--- config.mk ---
export PLATFORM = sky130hd
export DESIGN_NAME = csim_back
export DESIGN_NICKNAME = d
export VERILOG_FILES = /design/src/design/csim_pkg.sv /design/src/design/csim_back.sv
export SDC_FILE = /design/constraint.sdc
export NUM_CORES = 2
export LEC_CHECK = 0
export ABC_AREA = 1
export ABC_CLOCK_PERIOD_IN_PS = 13400
export BUFFER_PORTS_ARGS = -buffer_cell sky130_fd_sc_hd__buf_2
export CORE_MARGIN = 2
export CORE_UTILIZATION = 45
export DETAILED_ROUTE_END_ITERATION = 8
export GPL_ROUTABILITY_DRIVEN = 1
export SYNTH_ARGS = -nofsm -noshare
export SYNTH_HDL_FRONTEND = slang
export SYNTH_SLANG_ARGS = --single-unit
--- constraint.sdc ---
create_clock -name clk -period 13.4 [get_ports clk]
set_input_delay 2.68 -clock clk [delete_from_list [all_inputs] [get_ports clk]]
set_output_delay 2.68 -clock clk [all_outputs]
set_load 0.03 [all_outputs]
--- src/design/csim_pkg.sv ---
package csim_pkg;

  localparam int unsigned MaxDimDefault = 1024;
  localparam int unsigned MaxCandDefault = 65535;

  localparam int unsigned ElemW = 16;
  localparam int unsigned VecLenW = 11;
  localparam int unsigned CandW = 16;
  localparam int unsigned PosW = 10;

  localparam int unsigned CfgAddrW = 3;
  localparam logic [CfgAddrW-1:0] AddrVecLen = 3'd0;
  localparam logic [CfgAddrW-1:0] AddrCandCnt = 3'd4;

  typedef enum logic {
    CMD_QUERY_WRITE = 1'b0,
    CMD_CANDIDATE   = 1'b1
  } cmd_t;

  // One finished candidate vector handed from the accumulator to the divider.
  typedef struct packed {
    logic signed [63:0] dot;
    logic [63:0]        qsum;
    logic [63:0]        csum;
    logic [CandW-1:0]   index;
    logic               last;
  } sums_t;

endpackage

--- src/design/csim_back.sv ---
// Square roots, norm product and division, one bit per cycle.
module csim_back (
  input  logic            clk,
  input  logic            rst_n,
  input  logic            in_valid,
  output logic            in_ready,
  input  csim_pkg::sums_t in_sums,
  output logic            out_valid,
  input  logic            out_ready,
  output logic [csim_pkg::ElemW-1:0] cosine,
  output logic [csim_pkg::CandW-1:0] index,
  output logic            last
);

  typedef enum logic [2:0] {
    ST_IDLE, ST_SQRT, ST_MUL, ST_DIV, ST_DONE
  } state_t;

  state_t        state_r;
  logic [5:0]    step_r;
  logic [63:0]   qv_r, cv_r;
  logic [31:0]   qres_r, cres_r;
  logic [63:0]   den_r;
  logic [79:0]   num_r;
  logic [79:0]   rem_r;
  logic [79:0]   quo_r;
  logic          neg_r;
  logic [6:0]    dstep_r;
  logic [csim_pkg::ElemW-1:0] cos_r;
  logic [csim_pkg::CandW-1:0] idx_r;
  logic          last_r;
  logic          busy_out_r;

  // One restoring square-root step per norm: two bits of the operand each cycle.
  logic [63:0] qbit, qtry, cbit, ctry;
  logic [79:0] rem_sh;
  logic [63:0] mag;
  logic [15:0] sat;

  always_comb begin
    qbit = 64'd1 << {step_r[4:0], 1'b0};
    qtry = {qres_r, 32'd0} >> (6'd31 - step_r[4:0]);
    cbit = qbit;
    ctry = {cres_r, 32'd0} >> (6'd31 - step_r[4:0]);
    rem_sh = {rem_r[78:0], num_r[7'd79 - dstep_r]};
    mag = in_sums.dot[63] ? 64'(-in_sums.dot) : 64'(in_sums.dot);
    if (neg_r) begin
      sat = (quo_r > 80'd32768) ? 16'h8000 : 16'(-quo_r[15:0]);
    end else begin
      sat = (quo_r > 80'd32767) ? 16'h7FFF : quo_r[15:0];
    end
  end

  assign in_ready = state_r == ST_IDLE;
  assign out_valid = busy_out_r;
  assign cosine = cos_r;
  assign index = idx_r;
  assign last = last_r;

  // Digit-by-digit root: at bit k test (res + 2^k)^2 as res<<(k+1) + 4^k.
  always_ff @(posedge clk) begin
    if (!rst_n) begin
      state_r <= ST_IDLE;
      busy_out_r <= 1'b0;
    end else begin
      case (state_r)
        ST_IDLE: begin
          if (in_valid) begin
            qv_r <= in_sums.qsum;
            cv_r <= in_sums.csum;
            qres_r <= '0;
            cres_r <= '0;
            neg_r <= in_sums.dot[63];
            num_r <= {1'b0, mag, 15'd0};
            idx_r <= in_sums.index;
            last_r <= in_sums.last;
            step_r <= 6'd31;
            state_r <= ST_SQRT;
          end
        end
        ST_SQRT: begin
          if (qv_r >= qtry + qbit) begin
            qv_r <= qv_r - (qtry + qbit);
            qres_r <= qres_r | (32'd1 << step_r[4:0]);
          end
          if (cv_r >= ctry + cbit) begin
            cv_r <= cv_r - (ctry + cbit);
            cres_r <= cres_r | (32'd1 << step_r[4:0]);
          end
          step_r <= step_r - 6'd1;
          if (step_r == 6'd0) begin
            state_r <= ST_MUL;
          end
        end
        ST_MUL: begin
          den_r <= 64'(qres_r) * 64'(cres_r);
          rem_r <= '0;
          quo_r <= '0;
          dstep_r <= '0;
          state_r <= ST_DIV;
        end
        ST_DIV: begin
          if (den_r == '0) begin
            cos_r <= '0;
            busy_out_r <= 1'b1;
            dstep_r <= 7'd81;
            state_r <= ST_DONE;
          end else begin
            if (rem_sh >= 80'(den_r)) begin
              rem_r <= rem_sh - 80'(den_r);
              quo_r <= {quo_r[78:0], 1'b1};
            end else begin
              rem_r <= rem_sh;
              quo_r <= {quo_r[78:0], 1'b0};
            end
            dstep_r <= dstep_r + 7'd1;
            if (dstep_r == 7'd79) begin
              state_r <= ST_DONE;
            end
          end
        end
        ST_DONE: begin
          // Saturation, then the word is offered; a zero divisor skips saturation.
          if (dstep_r == 7'd80) begin
            cos_r <= sat;
            busy_out_r <= 1'b1;
            dstep_r <= 7'd81;
          end else if (out_ready) begin
            busy_out_r <= 1'b0;
            state_r <= ST_IDLE;
          end
        end
        default: state_r <= ST_IDLE;
      endcase
    end
  end

endmodule

==> impl_metrics.ini <==
[run_status]
outcome = finished with violations
violations = max-capacitance violations

[clock_tree]
cts-root-buf = clkbuf_16
cts_buffers = 75
post_cts_buffers = 0
clockBufferDepth = 3
numClockSinks = 530
htreeDepth = 3
hold_buffers = 0
cts-resized-gates = 0
clk_latency_ps = 740
cts_tree = built
clk_pin_slew_worst_paths_ps = 60

[floorplan]
core_um2 = 187000
die_h_um = 438
num_io_pins = 248
die_x_um = 438
die-area_um2 = 192000
rows = 159
initial_core_util_pct = 45.2

[sta]
worst_slew_pin_slew_ps = 1470
timing.fmax_mhz = 117
skew_ps = 54.2
fin_crit_sh_pct = 63.7
slew_headroom_pct = 1.17
setup_viol = 0
hold_viol = 0
fin_setup_tns_ps = 0
rsz0062_at_grt = false
finalCriticalPeriod_ps = 8540
slew_violations = 0

[routing]
vias = 78700
ant_nets = 0
viasPerCell = 5.44
wl_per_cell_um = 22.8
drtIter0Drc = 6881
remaining_drc_errors = 0
first_pass_iters = 6
drt_wl_total_um = 330000

[synthesis]
postSynth.topFlopCell = edfxtp_1
async_flop_share_pct = 0
synth_area_per_cell_um2 = 7.14
synth-seq-area-share_pct = 18.8
synth_top_area_cell = fa_1
synth.distinct_cells = 67
synth_area_leaders = fa_1, edfxtp_1, nand2_1, inv_1, ha_1
synth_top_cell_area_share_pct = 21.3
ys_seq_elements = 530
syn_inst = 11900
synth_warnings = 0
synth_edf_count = 526
syn-cell-area_um2 = 84700
syn-num-nets = 13500

[global_route]
antenna_found_initial = 12
grt_pass1_vias = 79900
grt_remaining_overflow = 0
grt_first_pass_wirelength_um = 493000
grt_max_degree = 118
grt_use_total_pct = 34.1

[final_layout]
syn_to_final_growth_pct = 7.50
drive_gt1_share_pct = 6.45
final_common_cell = nand2_1
final_cell_mix = nand2_1, inv_1, nor2_1, fa_1, o21ai_0
nets = 13500

[worst_setup_path]
cp-start-kind = flip-flop
slowest_delay_ps = 800
crit_path_max_fanout = 23
critPathKind = reg2reg
critical_path.top_delay_family = adder cells
cp.buffers_inverters = 6
cp_cell_sequence = buf_4 -> nand2_1 -> fa_1 -> inv_1 -> fa_1 -> inv_1 -> fa_1 -> fa_1 -> inv_1 -> fa_1 -> fa_1 -> fa_1 -> inv_1 -> fa_1 -> inv_1 -> ha_1 -> nand2_1 -> nor2_1 -> nand2_1 -> nor4_1 -> a21oi_1 -> nor2_1 -> nor2_1 -> xnor2_1
required_ps = 13850
end_kind = flip-flop
worstPathArrival_ps = 8990
slowest_stage = edfxtp_1
path_common_cell = fa_1

[placed_design]
io_buffers = 247
gp_congestion = 0.997
dp_hpwl_um = 269000

[job]
maxCapViolations = 1

[worst_hold_path]
hp-class = reg2reg
[logic make-up (layout without fill, tap and decap cells)]
kind of cell / Yosys count / after routing / synth area share [%]
other: 0 / 9 / 0
muxes: 47 / 47 / 0.556
DFF: 530 / 530 / 18.8
buffers and inverters: 3067 / 3157 / 13.8
xor gates and xnor gates: 329 / 329 / 3.40
AOI/OAI and AO/OA: 1511 / 1511 / 9.81
and+or+nand+nor: 4946 / 4946 / 24.6
adders and majority gates: 1430 / 1430 / 29.1
[stage by stage]
step | utilization, % | cell area, um^2 | hold WS, ps | setup slack (ps) | std cells
3_3_place_gp | 47.2 | 88400 | 547 | 4850 | 14300
2_1_floorplan | - | 84700 | 488 | 3350 | 11900
6_report | 48.6 | 91000 | 570 | 4860 | 14500
4_1_cts | 48.5 | 91000 | 569 | 4830 | 14400
5_1_grt | 48.5 | 91000 | 584 | 4570 | 14400
3_5_place_dp | 47.2 | 88400 | 557 | 4900 | 14300
[final timing paths]
path,start,endpoint,slack [ps],cells after the start
worst min-delay path,cres_r[16]$_SDFFCE_PN0P_,cres_r[16]$_SDFFCE_PN0P_,570,1
worst max register to register,qres_r[27]$_SDFFCE_PN0P_,den_r[42]$_DFFE_PP_,4860,24
worst max-delay path,qres_r[27]$_SDFFCE_PN0P_,den_r[42]$_DFFE_PP_,4860,24
worst min register to register,cres_r[16]$_SDFFCE_PN0P_,cres_r[16]$_SDFFCE_PN0P_,570,1
[cells in the mapped netlist (36+ instances only)]
cell / number
a21o_1: 36
a21oi_1: 562
a31oi_1: 84
buf_1: 36
buf_2: 60
clkbuf_1: 324
edfxtp_1: 526
fa_1: 899
ha_1: 531
inv_1: 2609
mux2i_1: 47
nand2_1: 2813
nand2_2: 46
nand3_1: 547
nand3_2: 48
nand4_1: 104
nor2_1: 1046
nor2_2: 48
nor3_1: 108
nor4_1: 74
o21ai_0: 593
o21ai_1: 40
o21bai_1: 40
xnor2_1: 165
xor2_1: 164
[worst reg2reg max path, stage by stage (launching register included)]
cell	delay, ps
edfxtp_1	800
buf_4	480
nand2_1	150
fa_1	570
inv_1	60
fa_1	530
inv_1	60
fa_1	520
fa_1	500
inv_1	50
fa_1	510
fa_1	440
fa_1	550
inv_1	70
fa_1	530
inv_1	40
ha_1	370
nand2_1	140
nor2_1	260
nand2_1	120
nor4_1	760
a21oi_1	320
nor2_1	190
nor2_1	70
xnor2_1	150
[per-layer routing]
layer  part of all wire (%)  vias to the layer above  GRT usage, %
met5                  0.013                        -             0
met4                    5.6                        6          16.6
met3                    7.4                      632          5.58
met2                     46                     3220          56.3
met1                     41                    38000          43.3
li1                       -                    36800             -
[final cells by class]
class | instances | area [um^2]
Sequential cell | 530 | 15900
Clock inverter | 52 | 617
Clock buffer | 85 | 1940
Tap cell | 2495 | 3120
Inverter | 2635 | 9910
Fill cell | 19200 | 96400
Multi-Input combinational cell | 8263 | 57200
Antenna cell | 9 | 22.5
Timing Repair Buffer | 385 | 2270
[registers in the layout (all words and copies together) (netlist names)]
register / flops
dstep_r: 7
cres_r: 32
index: 16
last: 1
step_r: 6
qv_r: 64
state_r: 3
out_valid: 1
den_r: 64
num_r: 64
neg_r: 1
cosine: 16
qres_r: 32
quo_r: 80
cv_r: 64
rem_r: 79
Power is not shown: default switching activity piles up to over one toggle a cycle in this logic, so the estimate is an artifact.
