## config.mk

```make
export PLATFORM = sky130hd
export DESIGN_NAME = csim_queue
export DESIGN_NICKNAME = d
export VERILOG_FILES = /design/src/design/csim_pkg.sv /design/src/design/csim_queue.sv
export SDC_FILE = /design/constraint.sdc
export NUM_CORES = 1
export LEC_CHECK = 0
export BUFFER_PORTS_ARGS = -buffer_cell sky130_fd_sc_hd__buf_4
export CAP_MARGIN = 20
export CORE_MARGIN = 1
export CORE_UTILIZATION = 39
export CTS_CLUSTER_SIZE = 28
export DETAILED_ROUTE_END_ITERATION = 12
export PLACE_DENSITY_LB_ADDON = 0.05
export SYNTH_ARGS = -nofsm -noshare
export SYNTH_HDL_FRONTEND = slang
export SYNTH_SLANG_ARGS = --single-unit
```

## constraint.sdc

```tcl
create_clock -name clk -period 7.7 [get_ports clk]
set_input_delay 0 -clock clk [delete_from_list [all_inputs] [get_ports clk]]
set_output_delay 0 -clock clk [all_outputs]
set_load 0.02 [all_outputs]
```

## src/design/csim_pkg.sv

```systemverilog
package csim_pkg;

  localparam int unsigned MaxDimDefault = 1024;
  localparam int unsigned MaxCandDefault = 65535;

  localparam int unsigned ElemW = 16;
  localparam int unsigned VecLenW = 11;
  localparam int unsigned CandW = 16;
  localparam int unsigned PosW = 10;

  localparam int unsigned CfgAddrW = 3;
  localparam logic [CfgAddrW-1:0] AddrVecLen = 3'd0;
  localparam logic [CfgAddrW-1:0] AddrCandCnt = 3'd4;

  typedef enum logic {
    CMD_QUERY_WRITE = 1'b0,
    CMD_CANDIDATE   = 1'b1
  } cmd_t;

  // One finished candidate vector handed from the accumulator to the divider.
  typedef struct packed {
    logic signed [63:0] dot;
    logic [63:0]        qsum;
    logic [63:0]        csum;
    logic [CandW-1:0]   index;
    logic               last;
  } sums_t;

endpackage

```

## src/design/csim_queue.sv

```systemverilog
// Two-entry queue between the accumulator and the divider.
module csim_queue (
  input  logic            clk,
  input  logic            rst_n,
  input  logic            wr_valid,
  output logic            wr_ready,
  input  csim_pkg::sums_t wr_data,
  output logic            rd_valid,
  input  logic            rd_ready,
  output csim_pkg::sums_t rd_data
);

  csim_pkg::sums_t slot_r [2];
  logic            wptr_r;
  logic            rptr_r;
  logic [1:0]      cnt_r;
  logic            push;
  logic            pop;

  assign wr_ready = cnt_r != 2'd2;
  assign rd_valid = cnt_r != 2'd0;
  assign rd_data = slot_r[rptr_r];
  assign push = wr_valid && wr_ready;
  assign pop = rd_valid && rd_ready;

  always_ff @(posedge clk) begin
    if (push) begin
      slot_r[wptr_r] <= wr_data;
    end
    if (!rst_n) begin
      wptr_r <= 1'b0;
      rptr_r <= 1'b0;
      cnt_r <= 2'd0;
    end else begin
      if (push) begin
        wptr_r <= !wptr_r;
      end
      if (pop) begin
        rptr_r <= !rptr_r;
      end
      cnt_r <= cnt_r + 2'(push) - 2'(pop);
    end
  end

endmodule

```

==> metrics.log, run 1 <==
[metrics] quantity of gates resized following cts: 0
[metrics] M1 WL: 14.3 mm
[metrics] setup repair after global routing missed its margin: false
[metrics] Post-synth EDFFs: 418
[metrics] power density over the cells: 292 mW/mm2
[metrics] share of synthesized flip-flops with an asynchronous set or reset: 0
[metrics] final setup violation count: 0
[metrics] Post-synth top flop: sky130_fd_sc_hd__edfxtp_1
[metrics] number of standard cells after synthesis: 680
[metrics] Required @ worst endpoint: 7.70 ns
[metrics] Std-Cell Core Area: 0.0398 mm2
[metrics] Clock Pin Slew Worst Setup and Hold Paths: 0.06 ns
[metrics] CP Data Arrival Time: 2.90 ns
[metrics] DRC marker count from the first detailed-route iteration: 272
[metrics] outcome: completed
[metrics] met3 routed WL: 2.64 mm
[metrics] Die H: 203 um
[metrics] Netlist cell types: 27
[metrics] signed area change from the synthesized netlist to the final layout: 46.2%
[metrics] Via density: 4.56
[metrics] worst reg-to-reg setup slack: 4.87 ns
[metrics] total number of vias: 8711
[metrics] Pins Over Slew Limit: 0
[metrics] Hold Crit Class: input port to flop
[metrics] vias in the first global route: 8909
[metrics] Rel. slew slack: 0.331
[metrics] fraction of final layout cells with drive strength greater than 1: 0.507
[metrics] Post-Synthesis Net Count: 894
[metrics] top layer used by detailed routing: met5
[metrics] leakage: 8.80 nW
[metrics] #FFs+latches synth: 423
[metrics] std cell rows: 73
[metrics] post-detailed-placement cell area: 0.0195 mm2
[metrics] Initial Utilization: 0.396
[metrics] final estimated routing congestion in global placement: 0.715
[metrics] highest clock rate: 345 MHz
[metrics] Worst setup SP type: flop
[metrics] share of the yosys chip area belonging to registers: 0.802
[metrics] Top Ports: 424
[metrics] CTS root buf: sky130_fd_sc_hd__clkbuf_16
[metrics] Fin Setup TNS: 0 ns
[metrics] worst slack at placement: 4.74 ns
[metrics] post-synthesis cell type with the largest combined area: sky130_fd_sc_hd__edfxtp_1
[metrics] Cells on Worst Hold Path: 2
[metrics] TritonCTS clock tree: built
[metrics] die outline width: 203 um
[metrics] share of the clock period used by the worst path: 0.376
[metrics] cell depth of the worst flop-to-flop path: 5
[metrics] final worst setup slack: 4.80 ns
[metrics] maximum number of pins on one net before global-route repair: 139
[metrics] global-route usage over all layers: 0.165
[metrics] wire length of the first global-routing pass: 51.3 mm
[metrics] critical path capture point type: primary output
[metrics] post-layout instance area: 0.0231 mm2
[metrics] endpoints failing hold: 0
[metrics] wire length after detailed routing: 35.0 mm
[metrics] TritonCTS buffer count: 45
[metrics] Detailed Place HPWL: 21.8 mm
[metrics] number of input and output port buffers inserted: 423
[metrics] maximum VDD drop: 0.186 mV
[metrics] leading cell types by total area after synthesis: sky130_fd_sc_hd__edfxtp_1 80%, sky130_fd_sc_hd__mux2_4 9.5%, sky130_fd_sc_hd__mux2_2 7.8%, sky130_fd_sc_hd__buf_8 0.95%, sky130_fd_sc_hd__dfxtp_1 0.63%
[metrics] max cap viols: 0
[metrics] hold_sp: wr_data[24]
[metrics] overflow left after global routing: 0
[metrics] endpoint of the lowest-slack register-to-register path: slot_r[0][101]
[metrics] warning count from the yosys run: 0
[metrics] number of antenna violations at the first check in global routing: 4
[metrics] H-tree depth reported by CTS: 2
[metrics] buffer levels on the longest clock path: 3
[metrics] first-pass detailed-route iteration total: 4
[metrics] wire length on met2: 17.2 mm
[metrics] overall die area: 0.0412 mm2
[metrics] mapped cell area: 0.0158 mm2
[metrics] post-synth top area share: 0.796
[metrics] worst setup skew after layout: 0.0214 ns
[metrics] highest net fanout along the worst path: 55
[metrics] final routed DRC violation total: 0
[metrics] source of the worst register-to-register timing path: cnt_r[0]
[metrics] hold-critical path endpoint: slot_r[0][24]
[metrics] syn avg cell area: 23.2 um2
[metrics] Crit Path Class: flop to primary output
[metrics] transition time of the tightest slew-check pin: 1.00 ns
[metrics] Final #Nets: 1560
[metrics] WL/cell: 18.4 um
[metrics] antenna-violating nets left: 0
[metrics] number of clock sinks: 423
[metrics] clock latency at the later pin of the worst-skew pair: 0.56 ns
[metrics] fin crit period: 2.90 ns
-- cell type report --
cell class                      count  area (um2)
Sequential cell                   423       12700
Antenna cell                        2        5.00
Multi-Input combinational cell    232        2890
Clock inverter                     20         191
Inverter                            2        15.0
Fill cell                        3199       16800
Tap cell                          525         657
Timing Repair Buffer              642        5410
Clock buffer                       63        1240
-- synthesized netlist by cell type (2+ instances only) --
master / number
sky130_fd_sc_hd__edfxtp_1: 418
sky130_fd_sc_hd__buf_2: 10
sky130_fd_sc_hd__buf_8: 10
sky130_fd_sc_hd__dfxtp_1: 5
sky130_fd_sc_hd__nor2_1: 4
sky130_fd_sc_hd__mux2_2: 109
sky130_fd_sc_hd__mux2_4: 100
sky130_fd_sc_hd__and3_1: 2
sky130_fd_sc_hd__buf_6: 2
sky130_fd_sc_hd__o21ai_0: 2
sky130_fd_sc_hd__inv_1: 2
-- report_power, final --
group	switching, mW	internal (mW)	total [mW]
clock network	0.844	1.25	2.09
logic	0.892	0.866	1.76
registers	0.0816	2.80	2.88
total	1.82	4.92	6.73
-- layout by cell type (no fill, tap or decap), drive strengths merged, types with 2 or more instances in the layout --
cell         synthesis  routed
nor2                 4       4
and3                 2       2
bufinv               0       4
mux2               209     209
clkinv               0      15
dfxtp                5       5
clkbuf               0      63
edfxtp             418     418
o21ai                2       2
diode                0       2
dlygate4sd3          0     213
buf                 23     429
inv                  2       3
-- worst max path at each step --
stage                     startpoint        endpoint  cells after the start
after global routing        cnt_r[0]  slot_r[0][173]                      5
after global placement      cnt_r[0]   slot_r[0][36]                      4
after detailed placement    cnt_r[0]  slot_r[0][196]                      5
final                           flop     rd_data[65]                      3
after CTS                       flop     rd_data[65]                      3
after floorplan             cnt_r[0]    slot_r[1][0]                      2
-- stage by stage --
| stage | std cells | hold WS (ns) | utilization | power, mW |
|---|---|---|---|---|
| finish | 1909 | 0.159 | 0.579 | 6.73 |
| global route | 1909 | 0.132 | 0.579 | 7.00 |
| CTS | 1906 | 0.117 | 0.578 | 6.83 |
| detailed placement | 1610 | 0.187 | 0.489 | 4.62 |
| global placement | 1609 | 0.185 | 0.488 | 4.61 |
| floorplan | 680 | 0.0989 | - | 4.00 |
-- critical path: stages (launching register included) --
cell	delay [ns]
sky130_fd_sc_hd__dfxtp_4	0.88
sky130_fd_sc_hd__buf_4	0.82
sky130_fd_sc_hd__mux2_2	0.42
sky130_fd_sc_hd__buf_4	0.16
-- metal layers --
layer / vias to the layer above / track usage
met2: 281 / 0.275
li1: 4057 / -
met1: 4301 / 0.200
met3: 68 / 0.0583
met4: 4 / 0.0534
met5: - / 0
-- what timing repair did --
action	4_1_cts	5_1_grt
hold buffers	213	0
hold endpoints to repair	423	0
buffers inserted	0	0
-- sequential cells by signal, indices dropped and copies added (netlist names), named ones only --
signal  cells
cnt_r       2
slot_r    418
rptr_r      1
wptr_r      1
-- kinds of logic after synthesis --
family                     Yosys count  synth area share
adders and majority gates            1          0.000793
DFF                                423             0.802
and+or+nand+nor                     15           0.00547
muxes                              209             0.173
AOI/OAI and AO/OA                    6           0.00278
xor gates and xnor gates             1          0.000555
buffers and inverters               25            0.0151
(Power assumes the default switching activity.)
==> run 2, diff against run 1 <==
clock period = 2.8 ns   (was 7.7 ns; I/O delays follow)
==> metrics.log, run 2 (synthesis results as in run 1) <==
[metrics] Worst setup SP type: flop
[metrics] power density over the cells: 798 mW/mm2
[metrics] Pins Over Slew Limit: 0
[metrics] highest clock rate: 437 MHz
[metrics] WL/cell: 18.5 um
[metrics] TritonCTS buffer count: 46
[metrics] fraction of final layout cells with drive strength greater than 1: 0.512
[metrics] maximum VDD drop: 0.502 mV
[metrics] fin crit period: 2.29 ns
[metrics] overflow left after global routing: 0
[metrics] critical path capture point type: primary output
[metrics] fill cell total of the finished layout: 3105
[metrics] most frequent cells in the layout: 426 x sky130_fd_sc_hd__buf_4, 418 x sky130_fd_sc_hd__edfxtp_1, 213 x sky130_fd_sc_hd__dlygate4sd3_1
[metrics] Die H: 203 um
[metrics] buffer levels on the longest clock path: 3
[metrics] Crit Path Class: flop to primary output
[metrics] ordered list of cells on the worst path: buf_12, mux2_2, buf_4
[metrics] number of antenna violations at the first check in global routing: 4
[metrics] final setup violation count: 0
[metrics] number of clock sinks: 423
[metrics] Required @ worst endpoint: 2.80 ns
[metrics] total number of vias: 8691
[metrics] overall die area: 0.0412 mm2
[metrics] final non-filler cell total: 1914
[metrics] final estimated routing congestion in global placement: 0.738
[metrics] number of input and output port buffers inserted: 423
[metrics] number of post-CTS setup repair buffers: 0
[metrics] post-detailed-placement cell area: 0.0196 mm2
[metrics] worst hold slack across all endpoints: 0.165 ns
[metrics] std cell rows: 73
[metrics] cell with the biggest individual delay on the critical path: sky130_fd_sc_hd__dfxtp_4
[metrics] Most flops, register: slot_r
[metrics] maximum number of pins on one net before global-route repair: 111
[metrics] Via density: 4.54
[metrics] Final #Nets: 1568
[metrics] Clock Pin Slew Worst Setup and Hold Paths: 0.06 ns
[metrics] global-route usage over all layers: 0.168
[metrics] quantity of gates resized following cts: 0
[metrics] DRC marker count from the first detailed-route iteration: 294
[metrics] most common cell after layout, fill and taps aside: sky130_fd_sc_hd__buf_4
[metrics] highest net fanout along the worst path: 42
[metrics] endpoints failing hold: 0
[metrics] Hold Crit Class: input port to flop
[metrics] vias in the first global route: 9312
[metrics] outcome: completed
[metrics] Util after Layout: 0.582
[metrics] Rel. slew slack: 0.527
[metrics] transition time of the tightest slew-check pin: 0.709 ns
[metrics] max cap viols: 0
[metrics] setup repair after global routing missed its margin: false
[metrics] die outline width: 203 um
[metrics] Post-CTS Hold Buffers: 213
[metrics] leakage: 8.84 nW
[metrics] longest individual stage delay on the worst path: 0.77 ns
[metrics] final routed DRC violation total: 0
[metrics] worst setup skew after layout: 0.0129 ns
[metrics] wire length after detailed routing: 35.3 mm
[metrics] signed area change from the synthesized netlist to the final layout: 46.8%
[metrics] number of flip-flops in the largest register: 418
[metrics] TritonCTS clock tree: built
[metrics] first-pass detailed-route iteration total: 4
[metrics] number of placed instances with taps included: 1618
[metrics] Initial Utilization: 0.396
[metrics] antenna-violating nets left: 0
[metrics] Top Registers: slot_r x418, cnt_r x2
[metrics] share of the clock period used by the worst path: 0.817
[metrics] wire length of the first global-routing pass: 52.3 mm
[metrics] CTS root buf: sky130_fd_sc_hd__clkbuf_16
[metrics] post-layout instance area: 0.0232 mm2
[metrics] CP Data Arrival Time: 2.29 ns
[metrics] Top Ports: 424
[metrics] H-tree depth reported by CTS: 2
[metrics] Std-Cell Core Area: 0.0398 mm2
[metrics] clock latency at the later pin of the worst-skew pair: 0.56 ns
[metrics] Detailed Place HPWL: 22.4 mm
run 2: changes by cell type in the layout (fill, tap and decap cells not counted), moves of 2 or more:
cell,change
sky130_fd_sc_hd__buf_12,+7
sky130_fd_sc_hd__clkinv_1,+4
sky130_fd_sc_hd__dfxtp_1,-2
sky130_fd_sc_hd__dfxtp_2,+2
sky130_fd_sc_hd__clkbuf_16,+2
sky130_fd_sc_hd__bufinv_16,-2
sky130_fd_sc_hd__clkbuf_1,-5
run 2: cell type report:
cell class,count,area (um2),share of cell area
clock buffers,60,1270,0.0547
diodes,3,7.51,0.000324
inverters,2,11.3,0.000486
multi-input cells,232,2890,0.125
flip-flops and latches,423,12700,0.547
clock inverters,20,133,0.00573
well taps,525,657,0.0284
repair buffers,649,5530,0.239
run 2: power by group:
part           internal (mW)  switching (mW)
combinational           2.45            2.50
sequential              7.70           0.205
clock                   3.34            2.30
total                   13.5            5.00
run 2: metrics by stage:
stage          setup slack, ns  setup TNS, ns  total power, mW
6_report                 0.513              0             18.5
5_1_grt                  0.398              0             19.3
4_1_cts                  0.438              0             18.8
3_5_place_dp             0.976              0             12.8
3_3_place_gp             0.984              0             12.8
2_1_floorplan            -1.37        -443.12             11.0
run 2: critical path, delay by kind of cell, from the launching register on:
| family | cells | cell delay (ns) |
|---|---|---|
| buf+inv | 2 | 0.53 |
| flops | 1 | 0.77 |
| mux | 1 | 0.39 |
run 2: worst paths after layout:
path,start,endpoint,slack [ns],cells past startpoint
worst max-delay path,flop,rd_data[25],0.51,3
worst min-delay path,wr_data[35],slot_r[1][35],0.17,2
worst max register to register,cnt_r[1],cnt_r[0],0.90,6
worst min register to register,rptr_r,flop,0.50,2
run 2: routing by layer:
| layer | track usage | share of wire | up-vias | wire length, um |
|---|---|---|---|---|
| li1 | - | - | 4072 | - |
| met1 | 0.199 | 0.40 | 4285 | 14000 |
| met2 | 0.285 | 0.50 | 282 | 17700 |
| met3 | 0.0600 | 0.080 | 50 | 2840 |
| met4 | 0.0550 | 0.022 | 2 | 760 |
| met5 | 0 | 0.00037 | - | 13 |
==> run 3, diff against run 2 <==
clock period = 2.25 ns   (was 2.8 ns; I/O delays follow)
==> metrics.log, run 3 (synthesis results as in run 1) <==
[metrics] outcome: completed
[metrics] Worst setup SP type: flop
[metrics] Top Ports: 424
[metrics] final routed DRC violation total: 0
[metrics] TritonCTS clock tree: built
[metrics] fraction of final layout cells with drive strength greater than 1: 0.516
[metrics] share of the clock period used by the worst path: 0.916
[metrics] number of antenna violations at the first check in global routing: 3
[metrics] fill cell total of the finished layout: 3138
[metrics] Via density: 4.54
[metrics] maximum number of pins on one net before global-route repair: 72
[metrics] Most flops, register: slot_r
[metrics] critical path capture point type: primary output
[metrics] H-tree depth reported by CTS: 2
[metrics] leakage: 8.87 nW
[metrics] Top Registers: slot_r x418, cnt_r x2
[metrics] final non-filler cell total: 1921
[metrics] number of flip-flops in the largest register: 418
[metrics] worst slack at placement: 0.569 ns
[metrics] transition time of the tightest slew-check pin: 0.507 ns
[metrics] final setup violation count: 0
[metrics] buffer levels on the longest clock path: 3
[metrics] Hold Crit Class: input port to flop
[metrics] Util after Layout: 0.583
[metrics] Rel. slew slack: 0.662
[metrics] global-route usage over all layers: 0.169
[metrics] Pins Over Slew Limit: 0
[metrics] final estimated routing congestion in global placement: 0.719
[metrics] max cap viols: 0
[metrics] Std-Cell Core Area: 0.0398 mm2
[metrics] first-pass detailed-route iteration total: 4
[metrics] signed area change from the synthesized netlist to the final layout: 47.3%
[metrics] total number of vias: 8718
[metrics] critical path's top delay family: buffers and inverters
[metrics] TritonCTS buffer count: 46
[metrics] CP Data Arrival Time: 2.06 ns
[metrics] Crit Path Class: flop to primary output
[metrics] clock latency at the later pin of the worst-skew pair: 0.56 ns
[metrics] quantity of gates resized following cts: 0
[metrics] Clock Pin Slew Worst Setup and Hold Paths: 0.06 ns
[metrics] most frequent cells in the layout: 427 x sky130_fd_sc_hd__buf_4, 418 x sky130_fd_sc_hd__edfxtp_1, 213 x sky130_fd_sc_hd__dlygate4sd3_1
[metrics] power density over the cells: 988 mW/mm2
[metrics] cell occurring most often along the worst timing path: sky130_fd_sc_hd__buf_12
[metrics] Required @ worst endpoint: 2.25 ns
[metrics] longest individual stage delay on the worst path: 0.39 ns
[metrics] most common cell after layout, fill and taps aside: sky130_fd_sc_hd__buf_4
[metrics] Detailed Place HPWL: 23.3 mm
[metrics] Die H: 203 um
[metrics] final worst setup slack: 0.190 ns
[metrics] worst setup skew after layout: 0.0207 ns
[metrics] CTS root buf: sky130_fd_sc_hd__clkbuf_16
[metrics] endpoints failing hold: 0
[metrics] fin crit period: 2.06 ns
[metrics] Fin Setup TNS: 0 ns
[metrics] die outline width: 203 um
[metrics] setup repair after global routing missed its margin: false
[metrics] Final #Nets: 1573
[metrics] overall die area: 0.0412 mm2
[metrics] number of input and output port buffers inserted: 423
[metrics] maximum VDD drop: 0.648 mV
[metrics] ordered list of cells on the worst path: buf_12, buf_12, mux2_4, buf_4
[metrics] Initial Utilization: 0.396
[metrics] highest net fanout along the worst path: 64
[metrics] cell with the biggest individual delay on the critical path: sky130_fd_sc_hd__dfxtp_4
[metrics] Post-CTS Hold Buffers: 213
[metrics] WL/cell: 18.5 um
[metrics] DRC marker count from the first detailed-route iteration: 287
[metrics] std cell rows: 73
[metrics] vias in the first global route: 9150
[metrics] antenna-violating nets left: 0
[metrics] WP buf/inv: 3
[metrics] wire length of the first global-routing pass: 52.3 mm
[metrics] overflow left after global routing: 0
[metrics] number of placed instances with taps included: 1623
[metrics] number of post-CTS setup repair buffers: 0
[metrics] number of clock sinks: 423
[metrics] highest clock rate: 485 MHz
[metrics] wire length after detailed routing: 35.5 mm
-- run 3: changes by cell type in the layout (fill, tap and decap cells not counted), moves of 2 or more --
cell,previous run,this run
sky130_fd_sc_hd__clkinv_1,14,6
sky130_fd_sc_hd__clkbuf_1,11,17
sky130_fd_sc_hd__clkinv_2,4,9
sky130_fd_sc_hd__buf_12,10,14
sky130_fd_sc_hd__clkbuf_16,49,47
-- run 3: worst paths after layout --
path | startpoint | slack [ns] | cells past startpoint | endpoint
setup / recovery | flop | 0.19 | 4 | rd_data[105]
setup reg to reg | cnt_r[1] | 0.36 | 6 | cnt_r[0]
hold reg to reg | rptr_r | 0.52 | 2 | rptr_r
hold / removal | wr_data[68] | 0.16 | 2 | slot_r[0][68]
-- run 3: where the power goes --
part,internal (mW),leakage [nW],switching (mW)
Clock,4.07,0.677,2.89
Sequential,9.57,3.95,0.186
Combinational,3.07,4.24,3.18
Total,16.7,8.87,6.25
-- run 3: area by class of cell --
type | instances | area, um2 | area share
sequential | 423 | 12700 | 0.545
timing repair buffer | 654 | 5620 | 0.242
multi-input combinational | 232 | 2890 | 0.125
clock buffer | 64 | 1240 | 0.0534
tap | 525 | 657 | 0.0283
clock inverter | 19 | 144 | 0.00620
inverter | 2 | 11.3 | 0.000485
antenna | 2 | 5.00 | 0.000215
-- run 3: stage by stage --
stage               instance area [um2]  total power [mW]  hold slack [ns]
finish                            23200              23.0            0.158
CTS                               23200              23.3            0.121
floorplan                         15800              13.6           0.0989
global route                      23200              23.9            0.136
global placement                  19700              15.9            0.185
detailed placement                19700              16.0            0.188
-- run 3: layer usage --
metal,part of all wire,vias to the layer above,track usage
met5,0.00048,-,0
li1,-,4084,-
met3,0.072,59,0.0504
met4,0.029,2,0.0671
met2,0.49,280,0.281
met1,0.41,4293,0.207
